--- config.mk ---
export PLATFORM = sky130hd
export DESIGN_NAME = lph_seq
export DESIGN_NICKNAME = d
export VERILOG_FILES = /design/src/rtl/core/lph_pkg.sv /design/src/rtl/core/lph_seq.sv
export SDC_FILE = /design/constraint.sdc
export NUM_CORES = 1
export LEC_CHECK = 0
export BUFFER_PORTS_ARGS = -buffer_cell sky130_fd_sc_hd__buf_2
export CORE_UTILIZATION = 44
export DETAILED_ROUTE_END_ITERATION = 10
export PLACE_DENSITY_LB_ADDON = 0.2
export SLEW_MARGIN = 20
export SYNTH_ARGS = -nofsm -noshare
export SYNTH_HDL_FRONTEND = slang
export SYNTH_SLANG_ARGS = --single-unit
--- constraint.sdc ---
create_clock -name i_clk -period 3.2 [get_ports i_clk]
set_clock_uncertainty 0.2 [all_clocks]
set_input_delay 0 -clock i_clk [delete_from_list [all_inputs] [get_ports i_clk]]
set_output_delay 0 -clock i_clk [all_outputs]
set_load 0.005 [all_outputs]
--- src/rtl/core/lph_pkg.sv ---
// ============================================================================
// lph_pkg - shared definitions for the linear-probe hash table
// Sizes, operation and status codes, sequencer states and the structures
// passed between the sequencer, the slot memory and the top level.
// ============================================================================
package lph_pkg;

    localparam int CAPACITY = 1024;
    localparam int ADDR_W   = $clog2(CAPACITY);
    localparam int CNT_W    = ADDR_W + 1;
    localparam int DATA_W   = 32;
    localparam int FILL_W   = 11;
    localparam int ENTRY_W  = 11;
    localparam int CMP_W    = (CNT_W > FILL_W) ? CNT_W : FILL_W;

    localparam int APB_AW = 3;
    localparam int APB_DW = 32;

    localparam logic [FILL_W-1:0] FILL_RESET = FILL_W'(768);

    // Word index of each configuration register (byte address / 4).
    localparam logic REG_FILL_LIMIT = 1'b0;

    typedef enum logic {
        CMD_INSERT = 1'b0,
        CMD_LOOKUP = 1'b1
    } t_cmd;

    typedef enum logic [1:0] {
        ST_INSERTED = 2'd0,
        ST_REFUSED  = 2'd1,
        ST_FOUND    = 2'd2,
        ST_MISSING  = 2'd3
    } t_status;

    typedef enum logic [1:0] {
        S_CLEAR,
        S_IDLE,
        S_CHECK,
        S_DONE
    } t_state;

    typedef struct packed {
        logic [DATA_W-1:0] hash;
        logic [DATA_W-1:0] value;
    } t_slot;

    typedef struct packed {
        logic              we;
        logic [ADDR_W-1:0] waddr;
        t_slot             wdata;
        logic [ADDR_W-1:0] raddr;
    } t_mem_req;

    typedef struct packed {
        t_status            status;
        logic [ENTRY_W-1:0] entry_count;
    } t_result;

endpackage

--- src/rtl/core/lph_seq.sv ---
// ============================================================================
// lph_seq - probe sequencer
// Clears the slot memory after reset, then walks the probe sequence of each
// operation one slot per cycle through a single shared compare unit.
// ============================================================================
module lph_seq (
    input  logic                          i_clk,
    input  logic                          i_rst_n,
    input  logic [lph_pkg::FILL_W-1:0]    i_fill_limit,
    input  logic                          i_valid,
    output logic                          o_ready,
    input  logic                          i_cmd,
    input  logic [lph_pkg::DATA_W-1:0]    i_hash,
    input  logic [lph_pkg::DATA_W-1:0]    i_value,
    output logic                          o_done,
    output lph_pkg::t_result              o_result,
    input  logic                          i_take,
    output lph_pkg::t_mem_req             o_mem,
    input  lph_pkg::t_slot                i_rdata
);

    lph_pkg::t_state                  r_state, n_state;
    logic [lph_pkg::ADDR_W-1:0]       r_pos, n_pos;
    logic [lph_pkg::CNT_W-1:0]        r_count, n_count;
    logic [lph_pkg::ADDR_W-1:0]       r_probe, n_probe;
    lph_pkg::t_cmd                    r_cmd, n_cmd;
    logic [lph_pkg::DATA_W-1:0]       r_hash, n_hash;
    logic [lph_pkg::DATA_W-1:0]       r_value, n_value;
    lph_pkg::t_status                 r_status, n_status;

    logic [lph_pkg::DATA_W-1:0]       start_hash;
    logic                             full;
    logic                             slot_empty;
    logic                             slot_match;
    logic                             last_probe;

    // A zero hash would look like an empty slot, so it is stored as one.
    assign start_hash = (i_hash == '0) ? lph_pkg::DATA_W'(1) : i_hash;

    // The count never exceeds the capacity, so its top bit marks a full table.
    assign full = (lph_pkg::CMP_W'(r_count) >= lph_pkg::CMP_W'(i_fill_limit))
                  || r_count[lph_pkg::ADDR_W];

    assign slot_empty = (i_rdata.hash == '0);
    assign slot_match = (i_rdata.hash == r_hash) && (i_rdata.value == r_value);
    assign last_probe = &r_probe;

    always_ff @(posedge i_clk) begin
        if (!i_rst_n) begin
            r_state <= lph_pkg::S_CLEAR;
            r_pos   <= '0;
            r_count <= '0;
        end else begin
            r_state <= n_state;
            r_pos   <= n_pos;
            r_count <= n_count;
        end
    end

    always_ff @(posedge i_clk) begin
        r_probe  <= n_probe;
        r_cmd    <= n_cmd;
        r_hash   <= n_hash;
        r_value  <= n_value;
        r_status <= n_status;
    end

    always_comb begin
        n_state   = r_state;
        n_pos     = r_pos;
        n_count   = r_count;
        n_probe   = r_probe;
        n_cmd     = r_cmd;
        n_hash    = r_hash;
        n_value   = r_value;
        n_status  = r_status;
        o_ready   = 1'b0;
        o_done    = 1'b0;
        o_mem.we    = 1'b0;
        o_mem.waddr = r_pos;
        o_mem.wdata = '0;
        // In the probe state the next slot is fetched ahead of the decision.
        o_mem.raddr = r_pos + 1'b1;

        unique case (r_state)
            lph_pkg::S_CLEAR: begin
                o_mem.we = 1'b1;
                n_pos    = r_pos + 1'b1;
                if (&r_pos) begin
                    n_state = lph_pkg::S_IDLE;
                end
            end
            lph_pkg::S_IDLE: begin
                o_ready     = 1'b1;
                o_mem.raddr = start_hash[lph_pkg::ADDR_W-1:0];
                if (i_valid) begin
                    n_cmd   = lph_pkg::t_cmd'(i_cmd);
                    n_hash  = start_hash;
                    n_value = i_value;
                    n_pos   = start_hash[lph_pkg::ADDR_W-1:0];
                    n_probe = '0;
                    if ((lph_pkg::t_cmd'(i_cmd) == lph_pkg::CMD_INSERT) && full) begin
                        n_status = lph_pkg::ST_REFUSED;
                        n_state  = lph_pkg::S_DONE;
                    end else begin
                        n_state = lph_pkg::S_CHECK;
                    end
                end
            end
            lph_pkg::S_CHECK: begin
                if (r_cmd == lph_pkg::CMD_INSERT) begin
                    if (slot_empty) begin
                        o_mem.we          = 1'b1;
                        o_mem.wdata.hash  = r_hash;
                        o_mem.wdata.value = r_value;
                        n_count  = r_count + 1'b1;
                        n_status = lph_pkg::ST_INSERTED;
                        n_state  = lph_pkg::S_DONE;
                    end else if (last_probe) begin
                        n_status = lph_pkg::ST_REFUSED;
                        n_state  = lph_pkg::S_DONE;
                    end else begin
                        n_pos   = r_pos + 1'b1;
                        n_probe = r_probe + 1'b1;
                    end
                end else begin
                    if (slot_empty || last_probe) begin
                        n_status = slot_match ? lph_pkg::ST_FOUND : lph_pkg::ST_MISSING;
                        n_state  = lph_pkg::S_DONE;
                    end else if (slot_match) begin
                        n_status = lph_pkg::ST_FOUND;
                        n_state  = lph_pkg::S_DONE;
                    end else begin
                        n_pos   = r_pos + 1'b1;
                        n_probe = r_probe + 1'b1;
                    end
                end
            end
            lph_pkg::S_DONE: begin
                o_done = 1'b1;
                if (i_take) begin
                    n_state = lph_pkg::S_IDLE;
                end
            end
            default: begin
                n_state = lph_pkg::S_IDLE;
            end
        endcase
    end

    assign o_result.status      = r_status;
    assign o_result.entry_count = lph_pkg::ENTRY_W'(r_count);

endmodule

==> results by group, run 1 <==
Run status
  • Status: finished, final reports clean

Synth
  • Synth cell count leaders: edfxtp_1, xor2_1, and3_1
  • Count of different cell masters after synthesis: 48
  • Synth async-reset ratio: 0
  • Yosys top cell by area: edfxtp_1
  • Prevailing post-synth register cell: edfxtp_1
  • Seq/Total Area, Yosys: 0.488
  • Yosys warns: 0
  • Synth Area per Inst: 10.3 um2
  • Mapped Nets: 712
  • EDFF count, synth: 77
  • Post-synthesis register bit count: 100
  • Synthesized instance count: 549
  • Area contributors post-synth: edfxtp_1, xor2_1, dfxtp_1
  • Area share of the largest cell type after synthesis: 0.407
  • Synthesized area: 5680 um2

Finish
  • Layout Area Growth over Synthesis: 39.8%
  • Nets: 987
  • Antenna cells: 0
  • Layout cells sized above 1: 0.333
  • FILL cells: 1085
  • Final Util: 0.629
  • Post-route cell area: 7940 um2
  • Storage element area: 2770 um2
  • Area of the multi-input gates: 2640 um2
  • Post-Layout Cell Count: 1001

Die
  • Core ar.: 12600 um2
  • I/O pin cnt: 244
  • Die Width: 116 um
  • Die Area: 13400 um2
  • Die height: 116 um
  • Rows: 41
  • Starting Density: 0.450

Clock tree
  • Skew-Pair Late Insertion Delay: 340 ps
  • CTS max path bufs: 2
  • CTS buffer count: 9
  • Post-CTS setup buffers: 0
  • CTS root buf: clkbuf_16
  • H-tree levels: 3
  • Clock sinks: 100
  • CTS tree: done
  • Reg clk slew, reported paths: 70 ps

Critical path
  • Flop2flop setup slack: 320 ps
  • Reg2reg path depth: 7
  • Critical path type: register to register
  • R2R Path End: r_status[1]
  • Reg-to-Reg Start: r_value[11]
  • Crit-path max FO: 4
  • Critical Path Start: r_value[11]
  • CP Capture Point: r_status[1]
  • CP endpoint kind: register
  • Data required, critical path: 3010 ps
  • WP data arrival: 2690 ps
  • Crit path launch type: register

Place
  • Pre-CTS WS: 332 ps
  • Placed Cells incl. Taps: 919
  • Port Buf Inserts: 243
  • Placed cell area: 6990 um2
  • Placer Congestion: 0.995
  • DP HPWL: 13400 um

Timing
  • Fin crit share: 0.901
  • Worst-Margin Slew: 565 ps
  • Post-layout min period: 2880 ps
  • Final worst setup slack: 316 ps
  • Final hold slack: 87.3 ps
  • Relative max-transition margin: 0.623
  • Max-slew violations: 0
  • Setup total negative slack: 0 ps
  • Max Fclk: 0.347 GHz
  • Unrepaired setup endpoints after global routing: no
  • Setup-failing EPs final: 0
  • Final Hold Fails: 0

Global routing
  • Number of antenna violations at the first check in global routing: 0
  • Vias in the first global route: 5003
  • First-pass GRT wire length: 26500 um
  • Overflow after GRT: 0
  • Largest net degree at the start of global routing: 66
  • GRT Total Usage: 0.268

Route
  • Average wire per standard cell: 18.1 um
  • Drt first pass iters: 4
  • M1 WL: 7520 um
  • Highest metal used: met4
  • Antenna-violating nets left: 0
  • Routed vias/inst: 5.21
  • Met3 Wirelength: 1270 um
  • Detailed Route WL: 18100 um
  • Drt first-iter violations: 238
  • Post-route DRC: 0
  • Via count: 5220
  • Met2 wire length: 8940 um

Flow run
  • Number of max-cap violations: 0

Hold path
  • Worst Hold Class: input port to register

Pwr
  • Worst VDD drop: 334 uV
  • Pwr Density: 347 nW/um2
  • Pwr Total: 2.76 mW
  • Static Leak: 3.78 nW
==> cell families (layout without fill, tap and decap cells) <==
| logic type | Yosys count | in the layout | share of synthesized area |
|---|---|---|---|
| AOI/OAI and AO/OA | 42 | 42 | 0.0489 |
| xor gates and xnor gates | 84 | 84 | 0.130 |
| adders and majority gates | 19 | 19 | 0.0419 |
| buffers and inverters | 73 | 353 | 0.0505 |
| DFF | 100 | 100 | 0.488 |
| muxes | 14 | 14 | 0.0251 |
| and+or+nand+nor | 217 | 217 | 0.216 |
==> power by group <==
group	total, mW	leakage [nW]	switching [mW]	internal, mW
clock network	1.09	0.145	0.484	0.604
logic	0.268	2.78	0.114	0.154
registers	1.40	0.856	0.00483	1.39
total	2.76	3.78	0.603	2.15
==> layout by cell type (no fill, tap or decap), types with 3 or more instances in the layout <==
master	instances
nor2_1	17
and3_1	69
dlygate4sd3_1	66
buf_4	7
nand3_1	9
o21ai_0	14
nand2_1	45
nand4_1	13
o21a_1	3
nor4_1	33
buf_2	243
a21oi_1	8
or3_1	6
clkbuf_16	9
dfxtp_1	23
edfxtp_1	77
nor3_1	4
ha_1	19
xor2_1	77
and4_1	4
mux2i_1	12
xnor2_1	7
nor2b_1	4
clkinv_1	3
inv_1	19
==> layer usage <==
metal / vias up / track usage
met5: - / 0
met4: 0 / 0.0949
met3: 25 / 0.0450
met2: 207 / 0.457
met1: 2474 / 0.346
li1: 2514 / -
==> worst min-delay path by stage <==
stage,startpoint,endpoint,cells past startpoint
3_5_place_dp,i_value[21],r_value[21],1
6_report,i_rdata[33],r_count[4],7
2_1_floorplan,i_cmd,r_cmd,0
4_1_cts,i_valid,r_status[1],4
5_1_grt,i_valid,r_status[0],4
3_3_place_gp,i_value[9],r_value[9],1
==> flip-flops by register name (all words and copies together) (netlist names) <==
signal / count
r_count: 11
r_state: 2
r_value: 32
r_hash: 32
r_status: 2
r_cmd: 1
r_pos: 10
r_probe: 10
==> worst max-delay path, cell delays in order, from the launching register on <==
cell,delay [ps]
edfxtp_1,400
xor2_1,200
nor4_1,500
nand4_1,200
nor4_1,350
buf_4,200
a21oi_1,80
a221oi_1,420
==> timing repair <==
| action | CTS | global route |
|---|---|---|
| hold buffers | 66 | 0 |
| endpoints found under the hold margin | 80 | 0 |
| gates resized for setup | 0 | 0 |
==> cell type report <==
| class | count | share of cell area |
|---|---|---|
| Multi-Input combinational cell | 376 | 0.332 |
| Clock inverter | 7 | 0.00820 |
| Tap cell | 172 | 0.0271 |
| Sequential cell | 100 | 0.349 |
| Timing Repair Buffer | 317 | 0.246 |
| Clock buffer | 9 | 0.0284 |
| Inverter | 20 | 0.00946 |
Note: power is estimated with default switching activity, not from simulation.
==> run 2, diff against run 1 <==
--- a/config.mk
+++ b/config.mk
@@ -9,6 +9,7 @@
 export CORE_UTILIZATION = 44
 export DETAILED_ROUTE_END_ITERATION = 10
 export PLACE_DENSITY_LB_ADDON = 0.2
+export REMOVE_ABC_BUFFERS = 1
 export SLEW_MARGIN = 20
 export SYNTH_ARGS = -nofsm -noshare
 export SYNTH_HDL_FRONTEND = slang
==> results by group, run 2 (synthesis results as in run 1) <==
Clock tree
  • CTS tree: done (unchanged)
  • CTS root buf: clkbuf_16 (unchanged)
  • Post-CTS setup buffers: 0 (unchanged)
  • Clock sinks: 100 (unchanged)
  • Skew-Pair Late Insertion Delay: 340 ps (about the same)
  • CTS max path bufs: 2 (unchanged)
  • H-tree levels: 3 (unchanged)
  • CTS buffer count: 9 (unchanged)
  • Reg clk slew, reported paths: 70 ps (about the same)

Timing
  • Fin crit share: 0.930 (was 0.901)
  • Final Hold Fails: 0 (unchanged)
  • Unrepaired setup endpoints after global routing: no (unchanged)
  • Post-layout min period: 2970 ps (was 2880 ps)
  • Relative max-transition margin: 0.561 (was 0.623)
  • Max-slew violations: 0 (unchanged)
  • Worst-Margin Slew: 652 ps (was 565 ps)
  • Setup-failing EPs final: 0 (unchanged)
  • Max Fclk: 0.336 GHz (was 0.347 GHz)

Finish
  • Biggest regs: r_hash (32), r_value (32), r_count (11) (unchanged)
  • Antenna cells: 0 (unchanged)
  • Nets: 988 (was 987)
  • Most frequent cells in the layout: buf_2, xor2_1, edfxtp_1 (unchanged)
  • Commonest non-fill, non-tap cell in the layout: buf_2 (unchanged)
  • FILL cells: 1073 (was 1085)
  • Layout Area Growth over Synthesis: 39.5% (was 39.8%)
  • Post-Layout Cell Count: 1002 (was 1001)
  • Layout cells sized above 1: 0.333 (about the same)

Flow run
  • Number of max-cap violations: 0 (unchanged)

Place
  • DP HPWL: 13000 um (was 13400 um)
  • Port Buf Inserts: 243 (unchanged)
  • Placer Congestion: 0.840 (was 0.995)
  • Placed Cells incl. Taps: 920 (was 919)

Global routing
  • First-pass GRT wire length: 26100 um (was 26500 um)
  • Number of antenna violations at the first check in global routing: 0 (unchanged)
  • Overflow after GRT: 0 (unchanged)
  • Vias in the first global route: 5134 (was 5003)
  • Largest net degree at the start of global routing: 65 (was 66)
  • GRT Total Usage: 0.261 (was 0.268)

Critical path
  • Flop2flop setup slack: 230 ps (was 320 ps)
  • Data required, critical path: 3000 ps (was 3010 ps)
  • R2R Path End: r_status[1] (unchanged)
  • Reg-to-Reg Start: r_hash[15] (was r_value[11])
  • Critical Path Start: r_hash[15] (was r_value[11])
  • Crit path launch type: register (unchanged)
  • Worst path cell trace: xor2_1, nor4_1, nand4_1, nor4_1, buf_4, a21oi_1, a221oi_1 (unchanged)
  • WP data arrival: 2770 ps (was 2690 ps)
  • CP bufs+invs: 1 (unchanged)
  • Reg2reg path depth: 7 (unchanged)
  • Crit-path max FO: 4 (unchanged)
  • CP dominant cell by count: nor4_1 (unchanged)
  • CP max-delay cell: nor4_1 (unchanged)
  • Critical path type: register to register (unchanged)
  • Max stage delay on crit path: 600 ps (was 500 ps)
  • CP endpoint kind: register (unchanged)
  • Family with the most delay on the worst path: simple AND/OR/NAND/NOR gates (unchanged)

Die
  • Die height: 116 um (unchanged)
  • Die Area: 13400 um2 (unchanged)
  • I/O pin cnt: 244 (unchanged)
  • Starting Density: 0.450 (unchanged)
  • Core ar.: 12600 um2 (unchanged)
  • Die Width: 116 um (unchanged)
  • Rows: 41 (unchanged)

Hold path
  • Hold path depth: 4 (was 7)
  • Worst hold start: i_valid (was i_rdata[33])
  • Hold endpoint: r_status[0] (was r_count[4])
  • Worst Hold Class: input port to register (unchanged)

Pwr
  • Pwr Density: 335 nW/um2 (was 347 nW/um2)
  • Static Leak: 3.77 nW (was 3.78 nW)
  • Pwr Total: 2.65 mW (was 2.76 mW)
  • Worst VDD drop: 212 uV (was 334 uV)

Route
  • Drt first pass iters: 5 (was 4)
  • Post-route DRC: 0 (unchanged)
  • Routed vias/inst: 5.19 (was 5.21)
  • Drt first-iter violations: 271 (was 238)
  • Average wire per standard cell: 17.3 um (was 18.1 um)
  • Detailed Route WL: 17300 um (was 18100 um)
  • Via count: 5204 (was 5220)
  • Antenna-violating nets left: 0 (unchanged)

Run status
  • Status: finished, final reports clean (unchanged)
[run 2: per-layer routing]
metal	up-vias	global-route usage	routed length (um)
met5	-	0	0
met4	0	0.104	403
met3	30	0.0513	1320
met2	229	0.464	8640
met1	2428	0.309	6980
li1	2517	-	-
[run 2: how the worst max path moves through the flow]
stage               slack [ps]  cells past startpoint     endpoint
floorplan                 -260                      7   r_count[7]
global placement           240                      7  r_status[1]
detailed placement         320                      7  r_status[1]
CTS                        300                      7  r_status[1]
global route                10                      7  r_status[1]
finish                     230                      7  r_status[1]
[run 2: final cells by class]
class	count	area, um2	area share
well taps	172	215	0.0272
flip-flops and latches	100	2770	0.350
inverters	20	75.1	0.00947
multi-input cells	376	2640	0.333
repair buffers	318	1960	0.247
clock buffers	11	233	0.0294
clock inverters	5	28.8	0.00363
[run 2: worst reg2reg max path: cells and delay by family (launching register included)]
kind / cells / cell delay [ps]
compound gates: 2 / 510
xor+xnor: 1 / 160
buf+inv: 1 / 200
flops: 1 / 420
simple gates: 3 / 1150
[run 2: per-stage QoR]
step	worst slack, ps	utilization	hold WS [ps]	setup TNS, ps	area (um2)
after floorplan	-262	-	-101	-2480	5470
after global placement	243	0.554	-21.7	0	7000
after detailed placement	319	0.554	-21.9	0	7000
after CTS	300	0.627	53.4	0	7920
after global routing	13.0	0.628	81.4	0	7920
final	225	0.628	62.6	0	7920
[run 2: repair_timing]
item                                   CTS  global route
endpoints found under the hold margin   80             0
setup endpoints to repair                0             2
hold buffers                            66             0
gates resized for setup                  0             1
[run 2: where the power goes]
part | switching [mW] | internal (mW)
clock | 0.466 | 0.523
sequential | 0.00454 | 1.39
combinational | 0.109 | 0.154
total | 0.579 | 2.07
==> run 3, diff against run 2 <==
--- a/config.mk
+++ b/config.mk
@@ -8,6 +8,7 @@
 export BUFFER_PORTS_ARGS = -buffer_cell sky130_fd_sc_hd__buf_2
 export CORE_UTILIZATION = 44
 export DETAILED_ROUTE_END_ITERATION = 10
+export GPL_TIMING_DRIVEN = 0
 export PLACE_DENSITY_LB_ADDON = 0.2
 export REMOVE_ABC_BUFFERS = 1
 export SLEW_MARGIN = 20
==> constraint.sdc (replaced) <==
create_clock -name i_clk -period 2.65 [get_ports i_clk]
set_clock_uncertainty 0.2 [all_clocks]
set_input_delay 0 -clock i_clk [delete_from_list [all_inputs] [get_ports i_clk]]
set_output_delay 0 -clock i_clk [all_outputs]
set_load 0.005 [all_outputs]
==> results by group, run 3 (synthesis results as in run 1) <==
Timing
  • Max-slew violations: 0 (unchanged)
  • Final worst setup slack: -46.3 ps (was 225 ps)
  • Relative max-transition margin: 0.618 (was 0.561)
  • Unrepaired setup endpoints after global routing: yes (was no)
  • Setup-failing EPs final: 12 (was 0)
  • Final hold slack: 48.7 ps (was 62.6 ps)
  • Post-layout min period: 2700 ps (was 2970 ps)
  • Fin crit share: 1.02 (was 0.930)
  • Max Fclk: 0.371 GHz (was 0.336 GHz)
  • Worst-Margin Slew: 573 ps (was 652 ps)
  • Final Hold Fails: 0 (unchanged)

Clock tree
  • CTS root buf: clkbuf_16 (unchanged)
  • Clock sinks: 100 (unchanged)
  • Skew-Pair Late Insertion Delay: 330 ps (was 340 ps)
  • CTS max path bufs: 2 (unchanged)
  • H-tree levels: 3 (unchanged)
  • CTS buffer count: 9 (unchanged)
  • Reg clk slew, reported paths: 70 ps (about the same)
  • CTS tree: done (unchanged)

Global routing
  • GRT met2 Usage: 0.459 (was 0.464)
  • Met1 GRT Util: 0.311 (was 0.309)
  • First-pass GRT wire length: 26000 um (was 26100 um)
  • GRT Total Usage: 0.258 (was 0.261)
  • Largest net degree at the start of global routing: 37 (was 65)
  • Vias in the first global route: 5107 (was 5134)
  • Grt met3 use: 0.0424 (was 0.0513)
  • Overflow after GRT: 0 (unchanged)
  • Most Crowded Layer GR: met2 (unchanged)
  • Number of antenna violations at the first check in global routing: 0 (unchanged)

Pwr
  • Pwr Density: 392 nW/um2 (was 335 nW/um2)
  • Static Leak: 3.87 nW (was 3.77 nW)
  • Worst VDD drop: 231 uV (was 212 uV)
  • Pwr Total: 3.20 mW (was 2.65 mW)

Hold path
  • Hold endpoint: r_status[0] (unchanged)
  • Worst hold start: i_valid (unchanged)
  • Hold path depth: 4 (unchanged)
  • Worst Hold Class: input port to register (unchanged)

Critical path
  • R2R Path End: r_status[0] (was r_status[1])
  • Data required, critical path: 2460 ps (was 3000 ps)
  • CP max-delay cell: nor4_4 (was nor4_1)
  • Crit path launch type: register (unchanged)
  • Critical Path Start: r_value[27] (was r_hash[15])
  • Family with the most delay on the worst path: simple AND/OR/NAND/NOR gates (unchanged)
  • Worst path cell trace: xor2_1, nor4_2, nand4_1, nor4_4, a21oi_2, a221oi_2 (was xor2_1, nor4_1, nand4_1, nor4_1, buf_4, a21oi_1, a221oi_1)
  • Reg-to-Reg Start: r_value[27] (was r_hash[15])
  • Crit-path max FO: 3 (was 4)
  • Critical path type: register to register (unchanged)
  • CP endpoint kind: register (unchanged)
  • CP bufs+invs: 0 (was 1)
  • WP data arrival: 2510 ps (was 2770 ps)
  • Max stage delay on crit path: 470 ps (was 600 ps)
  • Flop2flop setup slack: -50 ps (was 230 ps)
  • Reg2reg path depth: 6 (was 7)

Die
  • Starting Density: 0.450 (unchanged)
  • Die Area: 13400 um2 (unchanged)
  • Die Width: 116 um (unchanged)
  • Core ar.: 12600 um2 (unchanged)
  • Die height: 116 um (unchanged)
  • I/O pin cnt: 244 (unchanged)
  • Rows: 41 (unchanged)

Place
  • Placer Congestion: 0.856 (was 0.840)
  • Port Buf Inserts: 243 (unchanged)
  • Pre-CTS WS: -728 ps (was 319 ps)
  • DP HPWL: 13000 um (about the same)

Finish
  • Area of the multi-input gates: 2740 um2 (was 2640 um2)
  • Layout cells sized above 1: 0.356 (was 0.333)
  • Layout Area Growth over Synthesis: 43.8% (was 39.5%)
  • Storage element area: 2770 um2 (unchanged)
  • FILL cells: 1033 (was 1073)
  • Biggest regs: r_hash (32), r_value (32), r_count (11) (unchanged)
  • Nets: 1003 (was 988)
  • Commonest non-fill, non-tap cell in the layout: buf_2 (unchanged)
  • Antenna cells: 0 (unchanged)
  • Most frequent cells in the layout: buf_2, xor2_1, edfxtp_1 (unchanged)

Route
  • Via count: 5306 (was 5204)
  • Antenna-violating nets left: 0 (unchanged)
  • Detailed Route WL: 17800 um (was 17300 um)
  • Average wire per standard cell: 17.5 um (was 17.3 um)
  • Drt first-iter violations: 251 (was 271)
  • Routed vias/inst: 5.22 (was 5.19)
  • Post-route DRC: 0 (unchanged)
  • Drt first pass iters: 4 (was 5)

Flow run
  • Number of max-cap violations: 0 (unchanged)

Run status
  • Violated checks: setup timing
  • Status: complete, but fails checks (was finished, final reports clean)
[run 3: cell count changes in the layout (fill, tap and decap cells not counted), sizes merged]
cell	delta
inv	-1
o21a	+1
clkinvlp	+1
nor2	+1
buf	+12
clkinv	-1
clkbuf	+2
[run 3: through the flow]
| step | setup TNS (ps) | util | instance area [um2] | cells |
|---|---|---|---|---|
| after global routing | -2120 | 0.647 | 8170 | 1017 |
| after global placement | -253200 | 0.547 | 6900 | 911 |
| after floorplan | -59240 | - | 5470 | 496 |
| after detailed placement | -13700 | 0.556 | 7020 | 919 |
| final | -268 | 0.647 | 8170 | 1017 |
| after CTS | -33.3 | 0.636 | 8020 | 1004 |
[run 3: repair_timing]
action                     4_1_cts  5_1_grt
hold buffers                    66        0
resized for setup               10       10
buffers inserted                 2       11
setup endpoints to repair       61       41
pin swaps                        6        4
hold endpoints to repair        80        0
cloned                           1        2
[run 3: routing by layer]
layer | vias to the layer above | wire [um]
met5 | - | 0
met4 | 0 | 419
met3 | 30 | 1160
met2 | 217 | 8860
met1 | 2512 | 7340
li1 | 2547 | -
[run 3: how the worst max path moves through the flow]
stage | cells past startpoint | endpoint | slack [ps]
floorplan | 7 | r_count[7] | -810
global route | 6 | r_status[1] | -160
detailed placement | 6 | r_status[0] | -730
finish | 6 | r_status[0] | -50
global placement | 7 | r_count[7] | -2630
CTS | 6 | r_status[1] | -10
[run 3: worst min-delay path: stages]
cell	delay (ps)
buf_2	120
nor3b_1	130
o31ai_1	80
a221oi_2	80
[run 3: area by class of cell]
type,count,area share
well taps,172,0.0263
repair inverters,1,0.000613
repair buffers,330,0.256
multi-input cells,378,0.335
clock inverters,3,0.00169
inverters,20,0.00965
flip-flops and latches,100,0.339
clock buffers,13,0.0306
[run 3: report_power, final]
| part | leakage (nW) | internal [mW] | switching (mW) |
|---|---|---|---|
| registers | 0.856 | 1.68 | 0.00586 |
| logic | 2.89 | 0.186 | 0.131 |
| clock network | 0.131 | 0.658 | 0.539 |
| total | 3.87 | 2.53 | 0.676 |
